[src/lmph_pkg.sv]
// Shared types, constants and calibration table of the level meter.
package lmph_pkg;

	// configuration register file
	localparam int ADDR_W = 5;
	localparam int DATA_W = 32;

	typedef enum logic [2:0] {
		REG_LEVEL_OFFSET  = 3'd0,
		REG_LINEAR_SCALE  = 3'd1,
		REG_LINEAR_OFFSET = 3'd2,
		REG_BAR_MIN_DB    = 3'd3,
		REG_BAR_MAX_DB    = 3'd4,
		REG_HOLD_TIME_MS  = 3'd5,
		REG_RELEASE_RATE  = 3'd6
	} lmph_reg_t;

	typedef struct packed {
		logic [15:0] level_offset;
		logic [15:0] linear_scale;
		logic [15:0] linear_offset;
		logic [6:0]  bar_min_db;
		logic [6:0]  bar_max_db;
		logic [15:0] hold_time_ms;
		logic [15:0] release_rate;
	} lmph_cfg_t;

	localparam logic [15:0] RST_LEVEL_OFFSET  = 16'd10240;
	localparam logic [15:0] RST_LINEAR_SCALE  = 16'd4751;
	localparam logic [15:0] RST_LINEAR_OFFSET = 16'(-1894);
	localparam logic [6:0]  RST_BAR_MIN_DB    = 7'd60;
	localparam logic [6:0]  RST_BAR_MAX_DB    = 7'd110;
	localparam logic [15:0] RST_HOLD_TIME_MS  = 16'd500;
	localparam logic [15:0] RST_RELEASE_RATE  = 16'd5120;

	// block parameters
	localparam int BAR_LEDS_DEF   = 91;
	localparam int CAL_POINTS_DEF = 7;

	// input floor, -60 dB in Q8.8
	localparam logic signed [15:0] FLOOR_DB = -16'sd15360;

	// calibration table, Q8.8 dB, entries beyond the used points are zero
	localparam int CAL_TBL_MAX = 16;
	localparam int CAL_IDX_W   = 4;
	localparam logic signed [15:0] CAL_X [CAL_TBL_MAX] = '{
		16'sd15104, 16'sd15616, 16'sd17664, 16'sd19200, 16'sd20736, 16'sd21760,
		16'sd23040, 16'sd0, 16'sd0, 16'sd0, 16'sd0, 16'sd0, 16'sd0, 16'sd0,
		16'sd0, 16'sd0
	};
	localparam logic signed [15:0] CAL_Y [CAL_TBL_MAX] = '{
		16'sd16640, 16'sd18176, 16'sd20480, 16'sd21760, 16'sd23040, 16'sd24320,
		16'sd24832, 16'sd0, 16'sd0, 16'sd0, 16'sd0, 16'sd0, 16'sd0, 16'sd0,
		16'sd0, 16'sd0
	};

	// shared multiplier
	localparam int MUL_AW = 33;
	localparam int MUL_BW = 18;
	localparam int PROD_W = MUL_AW + MUL_BW;

	// shared divider: quotient below 2^DIV_QW, numerator below den * 2^DIV_QW
	localparam int DIV_NW = 34;
	localparam int DIV_DW = 17;
	localparam int DIV_QW = 17;

	localparam logic [DIV_DW-1:0] SMOOTH_DIV = DIV_DW'(5);
	localparam logic [DIV_DW-1:0] MS_PER_S   = DIV_DW'(1000);

	typedef struct packed {
		logic              start;
		logic [DIV_NW-1:0] num;
		logic [DIV_DW-1:0] den;
	} lmph_div_req_t;

	typedef struct packed {
		logic              busy;
		logic [DIV_QW-1:0] quot;
	} lmph_div_rsp_t;

endpackage

[src/lmph_if.sv]
// Valid/ready channel interfaces for level items and meter results.
interface lmph_in_if;
	logic               valid;
	logic               ready;
	logic signed [15:0] level_db;
	logic [31:0]        now_ms;

	modport source(output valid, level_db, now_ms, input ready);
	modport sink(input valid, level_db, now_ms, output ready);
endinterface

interface lmph_out_if;
	logic              valid;
	logic              ready;
	logic signed [7:0] display_db;
	logic [6:0]        lit_count;
	logic [6:0]        peak_index;
	logic              peak_shown;

	modport source(output valid, display_db, lit_count, peak_index, peak_shown, input ready);
	modport sink(input valid, display_db, lit_count, peak_index, peak_shown, output ready);
endinterface

[src/level_meter_peak_hold_top.sv]
// Level meter with attack/release smoothing, bar mapping and peak hold.
//
// Input channel in_ch carries one measured level (Q8.8 dB) and a ms timestamp
// per item; output channel out_ch returns exactly one result per item: whole
// dB display value, lit LED count, peak marker position and marker flag.
// The APB port writes the seven calibration and bar registers at 4*index;
// write only while no item is in flight.
// An item runs through one shared multiplier and one shared radix-2 divider
// under a sequencer. An item needs the smoothing division plus up to three
// more (table interpolation, bar mapping, peak decay). The next item is
// taken only once the last one has handed its result to the output
// register; in_ch.ready is high only while the sequencer is idle.
// The result sits in an output register; when out_ch stalls, the sequencer
// holds the finished item until the register drains, then takes the next one.
// Reset loads the register defaults and clears smoothing and peak state.
module level_meter_peak_hold_top
	import lmph_pkg::*;
#(
	parameter int BAR_LEDS   = BAR_LEDS_DEF,
	parameter int CAL_POINTS = CAL_POINTS_DEF
) (
	input  logic              clk,
	input  logic              arst_n,
	input  logic              psel,
	input  logic              penable,
	input  logic              pwrite,
	input  logic [ADDR_W-1:0] paddr,
	input  logic [DATA_W-1:0] pwdata,
	output logic [DATA_W-1:0] prdata,
	output logic              pready,
	lmph_in_if.sink           in_ch,
	lmph_out_if.source        out_ch
);

	lmph_cfg_t cfg;

	lmph_cfg u_cfg (
		.clk     (clk),
		.arst_n  (arst_n),
		.psel    (psel),
		.penable (penable),
		.pwrite  (pwrite),
		.paddr   (paddr),
		.pwdata  (pwdata),
		.prdata  (prdata),
		.pready  (pready),
		.cfg     (cfg)
	);

	lmph_core #(
		.BAR_LEDS   (BAR_LEDS),
		.CAL_POINTS (CAL_POINTS)
	) u_core (
		.clk    (clk),
		.arst_n (arst_n),
		.cfg    (cfg),
		.in_ch  (in_ch),
		.out_ch (out_ch)
	);

endmodule

[src/lmph_cfg.sv]
// APB configuration registers of the level meter.
module lmph_cfg
	import lmph_pkg::*;
(
	input  logic              clk,
	input  logic              arst_n,
	input  logic              psel,
	input  logic              penable,
	input  logic              pwrite,
	input  logic [ADDR_W-1:0] paddr,
	input  logic [DATA_W-1:0] pwdata,
	output logic [DATA_W-1:0] prdata,
	output logic              pready,
	output lmph_cfg_t         cfg
);

	lmph_cfg_t cfg_q;
	lmph_reg_t reg_sel;

	assign reg_sel = lmph_reg_t'(paddr[ADDR_W-1:2]);
	assign pready  = 1'b1;
	assign cfg     = cfg_q;

	always_ff @(posedge clk or negedge arst_n) begin
		if (!arst_n) begin
			cfg_q.level_offset  <= RST_LEVEL_OFFSET;
			cfg_q.linear_scale  <= RST_LINEAR_SCALE;
			cfg_q.linear_offset <= RST_LINEAR_OFFSET;
			cfg_q.bar_min_db    <= RST_BAR_MIN_DB;
			cfg_q.bar_max_db    <= RST_BAR_MAX_DB;
			cfg_q.hold_time_ms  <= RST_HOLD_TIME_MS;
			cfg_q.release_rate  <= RST_RELEASE_RATE;
		end else if (psel && penable && pwrite && pready) begin
			case (reg_sel)
				REG_LEVEL_OFFSET:  cfg_q.level_offset  <= pwdata[15:0];
				REG_LINEAR_SCALE:  cfg_q.linear_scale  <= pwdata[15:0];
				REG_LINEAR_OFFSET: cfg_q.linear_offset <= pwdata[15:0];
				REG_BAR_MIN_DB:    cfg_q.bar_min_db    <= pwdata[6:0];
				REG_BAR_MAX_DB:    cfg_q.bar_max_db    <= pwdata[6:0];
				REG_HOLD_TIME_MS:  cfg_q.hold_time_ms  <= pwdata[15:0];
				REG_RELEASE_RATE:  cfg_q.release_rate  <= pwdata[15:0];
				default: ;
			endcase
		end
	end

	always_comb begin
		case (reg_sel)
			REG_LEVEL_OFFSET:  prdata = DATA_W'(cfg_q.level_offset);
			REG_LINEAR_SCALE:  prdata = DATA_W'(cfg_q.linear_scale);
			REG_LINEAR_OFFSET: prdata = DATA_W'(cfg_q.linear_offset);
			REG_BAR_MIN_DB:    prdata = DATA_W'(cfg_q.bar_min_db);
			REG_BAR_MAX_DB:    prdata = DATA_W'(cfg_q.bar_max_db);
			REG_HOLD_TIME_MS:  prdata = DATA_W'(cfg_q.hold_time_ms);
			REG_RELEASE_RATE:  prdata = DATA_W'(cfg_q.release_rate);
			default:           prdata = '0;
		endcase
	end

endmodule

[src/lmph_div.sv]
// Shared restoring divider, one quotient bit per cycle.
module lmph_div
	import lmph_pkg::*;
(
	input  logic          clk,
	input  logic          arst_n,
	input  lmph_div_req_t req,
	output lmph_div_rsp_t rsp
);

	localparam int SH_W  = DIV_DW + DIV_QW - 1;
	localparam int CNT_W = $clog2(DIV_QW + 1);

	logic [DIV_NW-1:0] rem_q;
	logic [SH_W-1:0]   dsh_q;
	logic [DIV_QW-1:0] quot_q;
	logic [CNT_W-1:0]  cnt_q;
	logic [DIV_NW:0]   trial;
	logic              fits;

	assign trial    = (DIV_NW + 1)'(rem_q) - (DIV_NW + 1)'(dsh_q);
	assign fits     = !trial[DIV_NW];
	assign rsp.busy = (cnt_q != '0);
	assign rsp.quot = quot_q;

	always_ff @(posedge clk or negedge arst_n) begin
		if (!arst_n) begin
			rem_q  <= '0;
			dsh_q  <= '0;
			quot_q <= '0;
			cnt_q  <= '0;
		end else if (req.start) begin
			rem_q  <= req.num;
			dsh_q  <= {req.den, {(DIV_QW - 1){1'b0}}};
			quot_q <= '0;
			cnt_q  <= CNT_W'(DIV_QW);
		end else if (cnt_q != '0) begin
			// subtract the shifted divisor where it fits
			if (fits) begin
				rem_q <= trial[DIV_NW-1:0];
			end
			quot_q <= {quot_q[DIV_QW-2:0], fits};
			dsh_q  <= dsh_q >> 1;
			cnt_q  <= cnt_q - CNT_W'(1);
		end
	end

endmodule

[src/lmph_core.sv]
// Sequencer and datapath: calibration, smoothing, bar mapping and peak hold.
module lmph_core
	import lmph_pkg::*;
#(
	parameter int BAR_LEDS   = BAR_LEDS_DEF,
	parameter int CAL_POINTS = CAL_POINTS_DEF
) (
	input  logic        clk,
	input  logic        arst_n,
	input  lmph_cfg_t   cfg,
	lmph_in_if.sink     in_ch,
	lmph_out_if.source  out_ch
);

	localparam int LIT_W = $clog2(BAR_LEDS + 1);
	localparam logic [LIT_W-1:0]     BAR_FULL  = LIT_W'(BAR_LEDS);
	localparam logic [CAL_IDX_W-1:0] CAL_LAST  = CAL_IDX_W'(CAL_POINTS - 1);
	localparam logic signed [PROD_W-1:0] DEC_LIMIT =
		PROD_W'(1000) << DIV_QW;

	typedef enum logic [4:0] {
		S_IDLE, S_GAIN, S_BEFORE, S_SEG, S_INTERP, S_CMUL, S_CDIV, S_CWAIT,
		S_SMOOTH, S_SWAIT, S_DISP, S_LIT, S_LMUL, S_LDIV, S_LWAIT,
		S_PEAK, S_DMUL, S_DDIV, S_DWAIT, S_OUT
	} state_t;

	typedef enum logic [1:0] {
		SEG_LO, SEG_MID, SEG_HI
	} seg_mode_t;

	state_t                    state_q;
	seg_mode_t                 mode_q;
	logic signed [17:0]        x_q;
	logic [31:0]               now_q;
	logic signed [23:0]        bx_q;
	logic [CAL_IDX_W-1:0]      seg_q;
	logic [DIV_DW-1:0]         fx_q;
	logic signed [DIV_DW-1:0]  dy_q;
	logic [DIV_DW-1:0]         dx_q;
	logic signed [15:0]        y0_q;
	logic                      neg_q;
	logic signed [15:0]        cal_q;
	logic signed [15:0]        smooth_q;
	logic signed [7:0]         disp_q;
	logic [LIT_W-1:0]          lit_q;
	logic [15:0]               peak_q;
	logic [31:0]               pstart_q;
	logic [31:0]               plast_q;
	logic signed [PROD_W-1:0]  prod_q;
	logic                      out_valid_q;
	logic signed [7:0]         out_disp_q;
	logic [6:0]                out_lit_q;
	logic [6:0]                out_pidx_q;
	logic                      out_shown_q;

	logic signed [15:0]        lvl_cl;
	logic signed [17:0]        x_n;
	logic signed [MUL_AW-1:0]  mul_a;
	logic signed [MUL_BW-1:0]  mul_b;
	logic signed [23:0]        bx_n;
	logic                      seg_lo;
	logic                      seg_hit;
	logic [CAL_IDX_W-1:0]      seg_idx;
	logic signed [15:0]        xi, xp, yi, yp;
	logic signed [DIV_DW-1:0]  dx_s;
	logic signed [PROD_W-1:0]  prod_abs;
	logic signed [25:0]        cal_interp;
	logic signed [16:0]        diff;
	logic signed [17:0]        rise_num, fall_num;
	logic signed [15:0]        disp_sh;
	logic signed [8:0]         lnum;
	logic [15:0]               lit16;
	logic [15:0]               gap;
	logic                      dec_sat;
	logic [16:0]               ceil_sum;
	logic [8:0]                pidx;
	lmph_div_req_t             div_req;
	lmph_div_rsp_t             div_rsp;

	function automatic logic signed [15:0] sat16(input logic signed [25:0] v);
		if (v > 26'sd32767) begin
			return 16'sh7FFF;
		end else if (v < -26'sd32768) begin
			return 16'sh8000;
		end else begin
			return 16'(v);
		end
	endfunction

	lmph_div u_div (
		.clk    (clk),
		.arst_n (arst_n),
		.req    (div_req),
		.rsp    (div_rsp)
	);

	assign in_ch.ready       = (state_q == S_IDLE);
	assign out_ch.valid      = out_valid_q;
	assign out_ch.display_db = out_disp_q;
	assign out_ch.lit_count  = out_lit_q;
	assign out_ch.peak_index = out_pidx_q;
	assign out_ch.peak_shown = out_shown_q;

	// input clamp and level offset
	assign lvl_cl = (in_ch.level_db < FLOOR_DB) ? FLOOR_DB : in_ch.level_db;
	assign x_n    = 18'(lvl_cl) + 18'($signed(cfg.level_offset));

	// gain product rounded to Q8.8 (ties up), then linear offset
	assign bx_n = 24'(((prod_q + PROD_W'(2048)) >>> 12) + PROD_W'($signed(cfg.linear_offset)));

	// first table point at or above the level
	always_comb begin
		seg_hit = 1'b0;
		seg_idx = CAL_LAST;
		for (int i = CAL_TBL_MAX - 1; i >= 1; i--) begin
			if (i < CAL_POINTS && bx_q <= 24'(CAL_X[i])) begin
				seg_hit = 1'b1;
				seg_idx = CAL_IDX_W'(i);
			end
		end
		seg_lo = (bx_q <= 24'(CAL_X[0]));
	end

	assign xi   = CAL_X[seg_q];
	assign xp   = CAL_X[seg_q - CAL_IDX_W'(1)];
	assign yi   = CAL_Y[seg_q];
	assign yp   = CAL_Y[seg_q - CAL_IDX_W'(1)];
	assign dx_s = DIV_DW'(xi) - DIV_DW'(xp);

	assign prod_abs   = prod_q[PROD_W-1] ? -prod_q : prod_q;
	assign cal_interp = neg_q ? 26'(y0_q) - $signed({9'b0, div_rsp.quot})
	                          : 26'(y0_q) + $signed({9'b0, div_rsp.quot});

	// smoothing step numerators, rounded to nearest
	assign diff     = 17'(cal_q) - 17'(smooth_q);
	assign rise_num = 18'(diff) + 18'(diff) + 18'sd2;
	assign fall_num = 18'sd2 - 18'(diff);

	// truncate toward zero to whole dB
	assign disp_sh = (smooth_q < 0 && smooth_q[7:0] != 8'd0) ? (smooth_q >>> 8) + 16'sd1
	                                                         : (smooth_q >>> 8);

	assign lnum    = 9'(disp_q) - $signed({2'b00, cfg.bar_min_db});
	assign lit16   = {8'(lit_q), 8'b0};
	assign gap     = peak_q - lit16;
	assign dec_sat = (prod_q >= DEC_LIMIT);

	assign ceil_sum = 17'(peak_q) + 17'd255;
	assign pidx     = (ceil_sum[16:8] - 9'd1 > 9'(BAR_LEDS - 1)) ? 9'(BAR_LEDS - 1)
	                                                             : ceil_sum[16:8] - 9'd1;

	// operand select of the shared multiplier
	always_comb begin
		mul_a = '0;
		mul_b = '0;
		case (state_q)
			S_GAIN: begin
				mul_a = MUL_AW'(x_q);
				mul_b = $signed({2'b00, cfg.linear_scale});
			end
			S_CMUL: begin
				mul_a = $signed({(MUL_AW - DIV_DW)'(0), fx_q});
				mul_b = MUL_BW'(dy_q);
			end
			S_LMUL: begin
				mul_a = MUL_AW'(lnum);
				mul_b = MUL_BW'(BAR_LEDS);
			end
			S_DMUL: begin
				mul_a = $signed({1'b0, now_q - plast_q});
				mul_b = $signed({2'b00, cfg.release_rate});
			end
			default: ;
		endcase
	end

	// request to the shared divider
	always_comb begin
		div_req.start = 1'b0;
		div_req.num   = '0;
		div_req.den   = '0;
		case (state_q)
			S_CDIV: begin
				div_req.start = 1'b1;
				div_req.num   = prod_abs[DIV_NW-1:0];
				div_req.den   = dx_q;
			end
			S_SMOOTH: begin
				div_req.start = 1'b1;
				div_req.num   = (diff > 0) ? DIV_NW'(unsigned'(rise_num))
				                           : DIV_NW'(unsigned'(fall_num));
				div_req.den   = SMOOTH_DIV;
			end
			S_LDIV: begin
				div_req.start = 1'b1;
				div_req.num   = prod_q[DIV_NW-1:0];
				div_req.den   = DIV_DW'(7'(cfg.bar_max_db - cfg.bar_min_db));
			end
			S_DDIV: begin
				div_req.start = !dec_sat;
				div_req.num   = prod_q[DIV_NW-1:0];
				div_req.den   = MS_PER_S;
			end
			default: ;
		endcase
	end

	always_ff @(posedge clk or negedge arst_n) begin
		if (!arst_n) begin
			state_q     <= S_IDLE;
			mode_q      <= SEG_LO;
			x_q         <= '0;
			now_q       <= '0;
			bx_q        <= '0;
			seg_q       <= '0;
			fx_q        <= '0;
			dy_q        <= '0;
			dx_q        <= '0;
			y0_q        <= '0;
			neg_q       <= 1'b0;
			cal_q       <= '0;
			smooth_q    <= '0;
			disp_q      <= '0;
			lit_q       <= '0;
			peak_q      <= '0;
			pstart_q    <= '0;
			plast_q     <= '0;
			prod_q      <= '0;
			out_valid_q <= 1'b0;
			out_disp_q  <= '0;
			out_lit_q   <= '0;
			out_pidx_q  <= '0;
			out_shown_q <= 1'b0;
		end else begin
			if (out_valid_q && out_ch.ready && state_q != S_OUT) begin
				out_valid_q <= 1'b0;
			end
			case (state_q)
				S_IDLE: begin
					if (in_ch.valid) begin
						x_q     <= x_n;
						now_q   <= in_ch.now_ms;
						state_q <= S_GAIN;
					end
				end
				S_GAIN: begin
					prod_q  <= mul_a * mul_b;
					state_q <= S_BEFORE;
				end
				S_BEFORE: begin
					bx_q    <= bx_n;
					state_q <= S_SEG;
				end
				S_SEG: begin
					seg_q   <= seg_idx;
					mode_q  <= seg_lo ? SEG_LO : (seg_hit ? SEG_MID : SEG_HI);
					state_q <= S_INTERP;
				end
				S_INTERP: begin
					case (mode_q)
						SEG_LO: begin
							cal_q   <= sat16(26'(bx_q) + 26'(CAL_Y[0]) - 26'(CAL_X[0]));
							state_q <= S_SMOOTH;
						end
						SEG_HI: begin
							cal_q   <= sat16(26'(bx_q) + 26'(CAL_Y[CAL_LAST])
							                 - 26'(CAL_X[CAL_LAST]));
							state_q <= S_SMOOTH;
						end
						default: begin
							if (dx_s <= 0) begin
								// flat segment takes its upper output
								cal_q   <= yi;
								state_q <= S_SMOOTH;
							end else begin
								fx_q    <= DIV_DW'(bx_q - 24'(xp));
								dx_q    <= unsigned'(dx_s);
								dy_q    <= DIV_DW'(yi) - DIV_DW'(yp);
								y0_q    <= yp;
								state_q <= S_CMUL;
							end
						end
					endcase
				end
				S_CMUL: begin
					prod_q  <= mul_a * mul_b;
					state_q <= S_CDIV;
				end
				S_CDIV: begin
					neg_q   <= prod_q[PROD_W-1];
					state_q <= S_CWAIT;
				end
				S_CWAIT: begin
					if (!div_rsp.busy) begin
						cal_q   <= sat16(cal_interp);
						state_q <= S_SMOOTH;
					end
				end
				S_SMOOTH: begin
					neg_q   <= !(diff > 0);
					state_q <= S_SWAIT;
				end
				S_SWAIT: begin
					if (!div_rsp.busy) begin
						smooth_q <= neg_q ? smooth_q - 16'(div_rsp.quot)
						                  : smooth_q + 16'(div_rsp.quot);
						state_q  <= S_DISP;
					end
				end
				S_DISP: begin
					disp_q  <= 8'(disp_sh);
					state_q <= S_LIT;
				end
				S_LIT: begin
					if (cfg.bar_max_db <= cfg.bar_min_db) begin
						lit_q   <= ($signed({disp_q[7], disp_q}) >=
						            $signed({2'b00, cfg.bar_min_db})) ? BAR_FULL : '0;
						state_q <= S_PEAK;
					end else if (lnum <= 0) begin
						lit_q   <= '0;
						state_q <= S_PEAK;
					end else begin
						state_q <= S_LMUL;
					end
				end
				S_LMUL: begin
					prod_q  <= mul_a * mul_b;
					state_q <= S_LDIV;
				end
				S_LDIV: begin
					state_q <= S_LWAIT;
				end
				S_LWAIT: begin
					if (!div_rsp.busy) begin
						lit_q   <= (div_rsp.quot > DIV_QW'(BAR_LEDS)) ? BAR_FULL
						                                              : LIT_W'(div_rsp.quot);
						state_q <= S_PEAK;
					end
				end
				S_PEAK: begin
					if (lit16 >= peak_q) begin
						peak_q   <= lit16;
						pstart_q <= now_q;
						state_q  <= S_OUT;
					end else if (now_q - pstart_q >= 32'(cfg.hold_time_ms)) begin
						state_q <= S_DMUL;
					end else begin
						state_q <= S_OUT;
					end
				end
				S_DMUL: begin
					prod_q  <= mul_a * mul_b;
					state_q <= S_DDIV;
				end
				S_DDIV: begin
					// decay far beyond the gap drops straight to the bar
					if (dec_sat) begin
						peak_q  <= lit16;
						state_q <= S_OUT;
					end else begin
						state_q <= S_DWAIT;
					end
				end
				S_DWAIT: begin
					if (!div_rsp.busy) begin
						peak_q  <= (div_rsp.quot >= DIV_QW'(gap)) ? lit16
						                                         : peak_q - 16'(div_rsp.quot);
						state_q <= S_OUT;
					end
				end
				S_OUT: begin
					plast_q <= now_q;
					if (!out_valid_q || out_ch.ready) begin
						out_valid_q <= 1'b1;
						out_disp_q  <= disp_q;
						out_lit_q   <= 7'(lit_q);
						out_pidx_q  <= (peak_q != 16'd0) ? 7'(pidx) : 7'd0;
						out_shown_q <= (peak_q != 16'd0);
						state_q     <= S_IDLE;
					end
				end
				default: state_q <= S_IDLE;
			endcase
		end
	end

endmodule
[src/flat_wrapper.sv]
// flat-port wrapper written by rule: the top's interface ports become plain ports
module level_meter_peak_hold_top_flat import lmph_pkg::*;
#(
	parameter int BAR_LEDS   = BAR_LEDS_DEF,
	parameter int CAL_POINTS = CAL_POINTS_DEF
)
  (clk, arst_n, psel, penable, pwrite, paddr, pwdata, prdata, pready, in_ch_valid, in_ch_level_db, in_ch_now_ms, in_ch_ready, out_ch_valid, out_ch_display_db, out_ch_lit_count, out_ch_peak_index, out_ch_peak_shown, out_ch_ready);
  lmph_in_if in_ch_i ();
  lmph_out_if out_ch_i ();
  input  logic clk;
  input  logic arst_n;
  input  logic psel;
  input  logic penable;
  input  logic pwrite;
  input  logic [ADDR_W-1:0] paddr;
  input  logic [DATA_W-1:0] pwdata;
  output logic [DATA_W-1:0] prdata;
  output logic pready;
  input wire logic [$bits(in_ch_i.valid)-1:0] in_ch_valid;
  input wire logic [$bits(in_ch_i.level_db)-1:0] in_ch_level_db;
  input wire logic [$bits(in_ch_i.now_ms)-1:0] in_ch_now_ms;
  output wire logic [$bits(in_ch_i.ready)-1:0] in_ch_ready;
  output wire logic [$bits(out_ch_i.valid)-1:0] out_ch_valid;
  output wire logic [$bits(out_ch_i.display_db)-1:0] out_ch_display_db;
  output wire logic [$bits(out_ch_i.lit_count)-1:0] out_ch_lit_count;
  output wire logic [$bits(out_ch_i.peak_index)-1:0] out_ch_peak_index;
  output wire logic [$bits(out_ch_i.peak_shown)-1:0] out_ch_peak_shown;
  input wire logic [$bits(out_ch_i.ready)-1:0] out_ch_ready;
  assign in_ch_i.valid = in_ch_valid;
  assign in_ch_i.level_db = in_ch_level_db;
  assign in_ch_i.now_ms = in_ch_now_ms;
  assign in_ch_ready = in_ch_i.ready;
  assign out_ch_valid = out_ch_i.valid;
  assign out_ch_display_db = out_ch_i.display_db;
  assign out_ch_lit_count = out_ch_i.lit_count;
  assign out_ch_peak_index = out_ch_i.peak_index;
  assign out_ch_peak_shown = out_ch_i.peak_shown;
  assign out_ch_i.ready = out_ch_ready;
  level_meter_peak_hold_top #(.BAR_LEDS(BAR_LEDS), .CAL_POINTS(CAL_POINTS)) u_core (.clk(clk), .arst_n(arst_n), .psel(psel), .penable(penable), .pwrite(pwrite), .paddr(paddr), .pwdata(pwdata), .prdata(prdata), .pready(pready), .in_ch(in_ch_i), .out_ch(out_ch_i));
endmodule
[config.mk]
export PLATFORM = sky130hd
export DESIGN_NAME = level_meter_peak_hold_top_flat
export DESIGN_NICKNAME = d
export VERILOG_FILES = /design/src/lmph_pkg.sv /design/src/lmph_if.sv /design/src/level_meter_peak_hold_top.sv /design/src/lmph_cfg.sv /design/src/lmph_div.sv /design/src/lmph_core.sv /design/src/flat_wrapper.sv
export SDC_FILE = /design/constraint.sdc
export NUM_CORES = 2
export LEC_CHECK = 0
export ABC_AREA = 1
export BUFFER_PORTS_ARGS = -buffer_cell sky130_fd_sc_hd__buf_2
export CAP_MARGIN = 5
export CORE_MARGIN = 4
export CORE_UTILIZATION = 50
export CTS_CLUSTER_SIZE = 14
export DETAILED_ROUTE_END_ITERATION = 7
export HOLD_SLACK_MARGIN = 0.12
export PLACE_DENSITY = 0.66
export SETUP_SLACK_MARGIN = 0.3
export SYNTH_ARGS = -nofsm -noshare
export SYNTH_HDL_FRONTEND = slang
export SYNTH_SLANG_ARGS = --single-unit
[constraint.sdc]
create_clock -name clk -period 8.9 [get_ports clk]
set_clock_uncertainty 0.15 [all_clocks]
set_input_delay 2.225 -clock clk [delete_from_list [all_inputs] [get_ports clk]]
set_output_delay 2.225 -clock clk [all_outputs]
set_load 0.005 [all_outputs]
==> results.ini <==
[status]
outcome = completed

[global_route]
use_met3_pct = 3.54
globalRouteTotalUtil_pct = 30.8
gr-usage-met2_pct = 51.0
grt_pass1_wl_um = 309000
grt_overflow = 0
grt_antenna_before_repair = 1
grt_pass1_vias = 55500
busiest_layer = met2
grtUsageMet1_pct = 40.3
grt_max_degree = 177

[logic_synthesis]
yosysWarnings = 0
yosysSeqAreaShare_pct = 21.1
synth.cell_area_mm2 = 0.0609
synthDistinctLibCells = 74
synthArstFlopShare_pct = 100
synth_edf_count = 0
synthFlopType = dfrtp_1
avgSynthCellArea_um2 = 7.22
synthCells = 8431
yosys_register_bits = 511

[pwr]
clkPwrFrac_pct = 12.3
sequentialPowerShare_pct = 17.9
combPwrFrac_pct = 69.7
power.density_mw_per_mm2 = 336
p_leak_nw = 34.5
p_int_mw = 10.1
ir_worst_vdd_v = 0.000254
swShare_pct = 55.1
power.switching_mw = 12.4

[clock_network]
cts_max_level = 2
clockRootBuffer = clkbuf_16
numCtsBuffers = 61
cts_sinks = 511
tritoncts = done
clk_pin_slew_worst_paths_ns = 0.06
worstSkewPairLatency_ns = 0.69
cts_buffer_depth = 3
hold_buffers = 0

[sta]
fmax_mhz = 121
min_period_over_period_pct = 92.5
worstMarginPinSlew_ns = 1.26
timing.final.ws_setup_ns = 0.664
setup_viol = 0
setup-tns-final_ns = 0
slew_headroom_pct = 15.6
min_period_ns = 8.24
maxSlewViolCount = 0
finalHoldViolCount = 0
rsz0062_at_grt = true

[die]
die_y_um = 357
rows = 127
dieArea_mm2 = 0.127
ios = 150
core_mm2 = 0.120
start_util_pct = 50.6
die_w_um = 357

[route]
route.detailed.wl_per_inst_um = 18.9
num_vias = 55600
drt-total-wl_um = 194000
drc = 0
drtIter0Drc = 4722
dr.pass1.iters = 6
post_drt_via_cell_ratio = 5.41
ant_nets = 0

[min_path]
min_from = u_core.u_core.dx_q[16]
hold_path_class = flip-flop to flip-flop

[critical_path]
r2r_slack_ns = 0.66
crit_family = adder cells
crit_slowest_cell = fa_1
worstPathMaxFanout = 8
crit_buf_inv = 11
arrival_ns = 8.69
end_kind = flip-flop
startpoint_type = flip-flop
worstSetupPathType = flip-flop to flip-flop
worstPathRequired_ns = 9.35
r2r-start = u_core.u_core.disp_q[0]
crit_top_cell = inv_1
startpoint = u_core.u_core.disp_q[0]
cpPeakStageDelay_ns = 0.57

[flow_run]
maxCapViolations = 0

[cells_and_area]
design_area_mm2 = 0.0668
area_growth_pct = 9.77
drive_above_1_share_pct = 8.34
fill_cells = 11900
num_antenna_cells = 0
fin_nets = 9700
final_core_util_pct = 55.5
layout.cells.non_filler = 10300

[place]
pre_cts_ws_ns = 0.173
dpl-instance-area_mm2 = 0.0641
io_buffers = 114
dp.cells = 10100
gp_congestion = 0.965
hpwlAfterDp_um = 158000

[worst paths after layout]
path                                               to  cells after the start
min in group asynchronous     u_core.u_core.peak_q[4]                      1
max                          u_core.u_core.prod_q[26]                     38
max reg2reg                  u_core.u_core.prod_q[26]                     38
max in group asynchronous  u_core.u_core.pstart_q[24]                      2
min                            u_core.u_core.dx_q[16]                      2
min reg2reg                    u_core.u_core.dx_q[16]                      2
[kinds of logic after synthesis]
logic type	Yosys count	synth area share, %
buf+inv	1860	11.8
flops	511	21.1
simple gates	3485	23.7
compound gates	1349	12.4
fa+ha+maj	999	27.7
other cells	2	0.0123
xor+xnor	225	3.26
[power groups by stage]
stage / clock network, mW / logic, mW / registers (mW)
3_5_place_dp: 0 / 15.3 / 4.03
3_3_place_gp: 0 / 15.1 / 4.02
5_1_grt: 2.91 / 17.7 / 4.12
2_1_floorplan: 0 / 11.1 / 3.67
6_report: 2.78 / 15.7 / 4.03
4_1_cts: 2.82 / 15.4 / 4.01
[metal layers]
metal  wire (µm)  up-vias  share of wire, %
li1            -    26700                 -
met1       81500    26600                42
met2       89600     1791                46
met3       11700      427               6.1
met4       11000        2               5.7
met5          13        -            0.0067
[worst min-delay path, cell delays in order, from the launching register on]
cell and delay, ns:
dfrtp_1 0.34, nand2_1 0.05, inv_1 0.04
[metrics by stage]
stage | hold WS [ns] | power, mW
finish | 0.318 | 22.5
global route | 0.337 | 24.7
CTS | 0.319 | 22.2
detailed placement | 0.303 | 19.3
global placement | 0.307 | 19.1
floorplan | 0.286 | 14.8
[registers in the layout, summed over array words and instances, names as in the netlist, 9 cells and up]
register,cells
u_core.u_core.bx_q,24
u_core.u_core.cal_q,16
u_core.u_core.pstart_q,32
u_core.u_core.dy_q,9
u_core.u_core.x_q,17
u_core.u_core.u_div.dsh_q,33
u_core.u_core.prod_q,51
u_core.u_core.u_div.rem_q,34
u_core.u_core.dx_q,9
u_core.u_core.peak_q,16
u_core.u_core.u_div.quot_q,17
u_core.u_core.fx_q,17
u_core.u_core.smooth_q,16
u_core.u_core.now_q,32
u_core.u_core.plast_q,32
u_core.u_cfg.cfg,94
[area by class of cell]
cell class                 count  area, µm²  area share [%]
clock buffer                  87       1780            2.67
clock inverter                26        408           0.610
inverter                    1627       6140            9.19
multi-input combinational   6091      41500            62.0
sequential                   511      12800            19.2
tap                         1612       2020            3.02
timing repair buffer         317       2180            3.26
[cells in the mapped netlist, types with 20 or more instances]
cell,count,share of area [%]
o22ai_1,71,0.73
a21oi_1,421,3.5
nand2_1,2068,13
dfrtp_1,476,20
o21ai_1,20,0.16
dfstp_2,35,1.5
buf_4,22,0.27
xnor2_1,70,1.0
nand2_2,32,0.33
or2_2,51,0.52
inv_1,1587,9.8
inv_2,20,0.12
nand4_1,77,0.79
xor2_1,153,2.2
nor2_1,742,4.6
clkbuf_1,138,0.85
o21bai_1,23,0.28
nand3b_1,26,0.32
o211ai_1,20,0.25
a221oi_1,26,0.37
o221ai_1,21,0.30
ha_1,416,8.5
fa_1,583,19
a31oi_1,37,0.38
nor3_1,70,0.58
buf_2,60,0.49
nand3_1,339,2.8
o21ai_0,596,4.9
[repair_timing]
item                       CTS  global route
setup endpoints to repair   11            33
cloned                       0             0
resized for setup           10           116
pin swaps                    0            17
setup buffers                0            11
[placed cells by master (no fill, tap or decap), types with 16 or more instances in the layout]
cell type,count
o31ai_1,16
nand2_2,36
inv_2,28
buf_4,194
a21oi_1,404
o22ai_1,71
o211ai_1,20
a21o_1,19
a31oi_1,35
xnor2_1,70
a21oi_2,17
nor2_2,30
o21ai_0,583
ha_1,409
nand2_1,2059
inv_1,1575
o21bai_1,22
clkbuf_16,61
o221ai_1,21
o21ai_1,30
buf_2,113
nand3b_1,26
dfrtp_1,476
or2_2,51
nand4_1,77
nand3_1,335
xor2_1,153
conb_1,33
nor2_1,725
fa_1,579
clkbuf_8,16
nor3_1,65
a221oi_1,18
dfstp_2,35
nor4_1,17
Note: power is estimated with default switching activity, not from simulation.
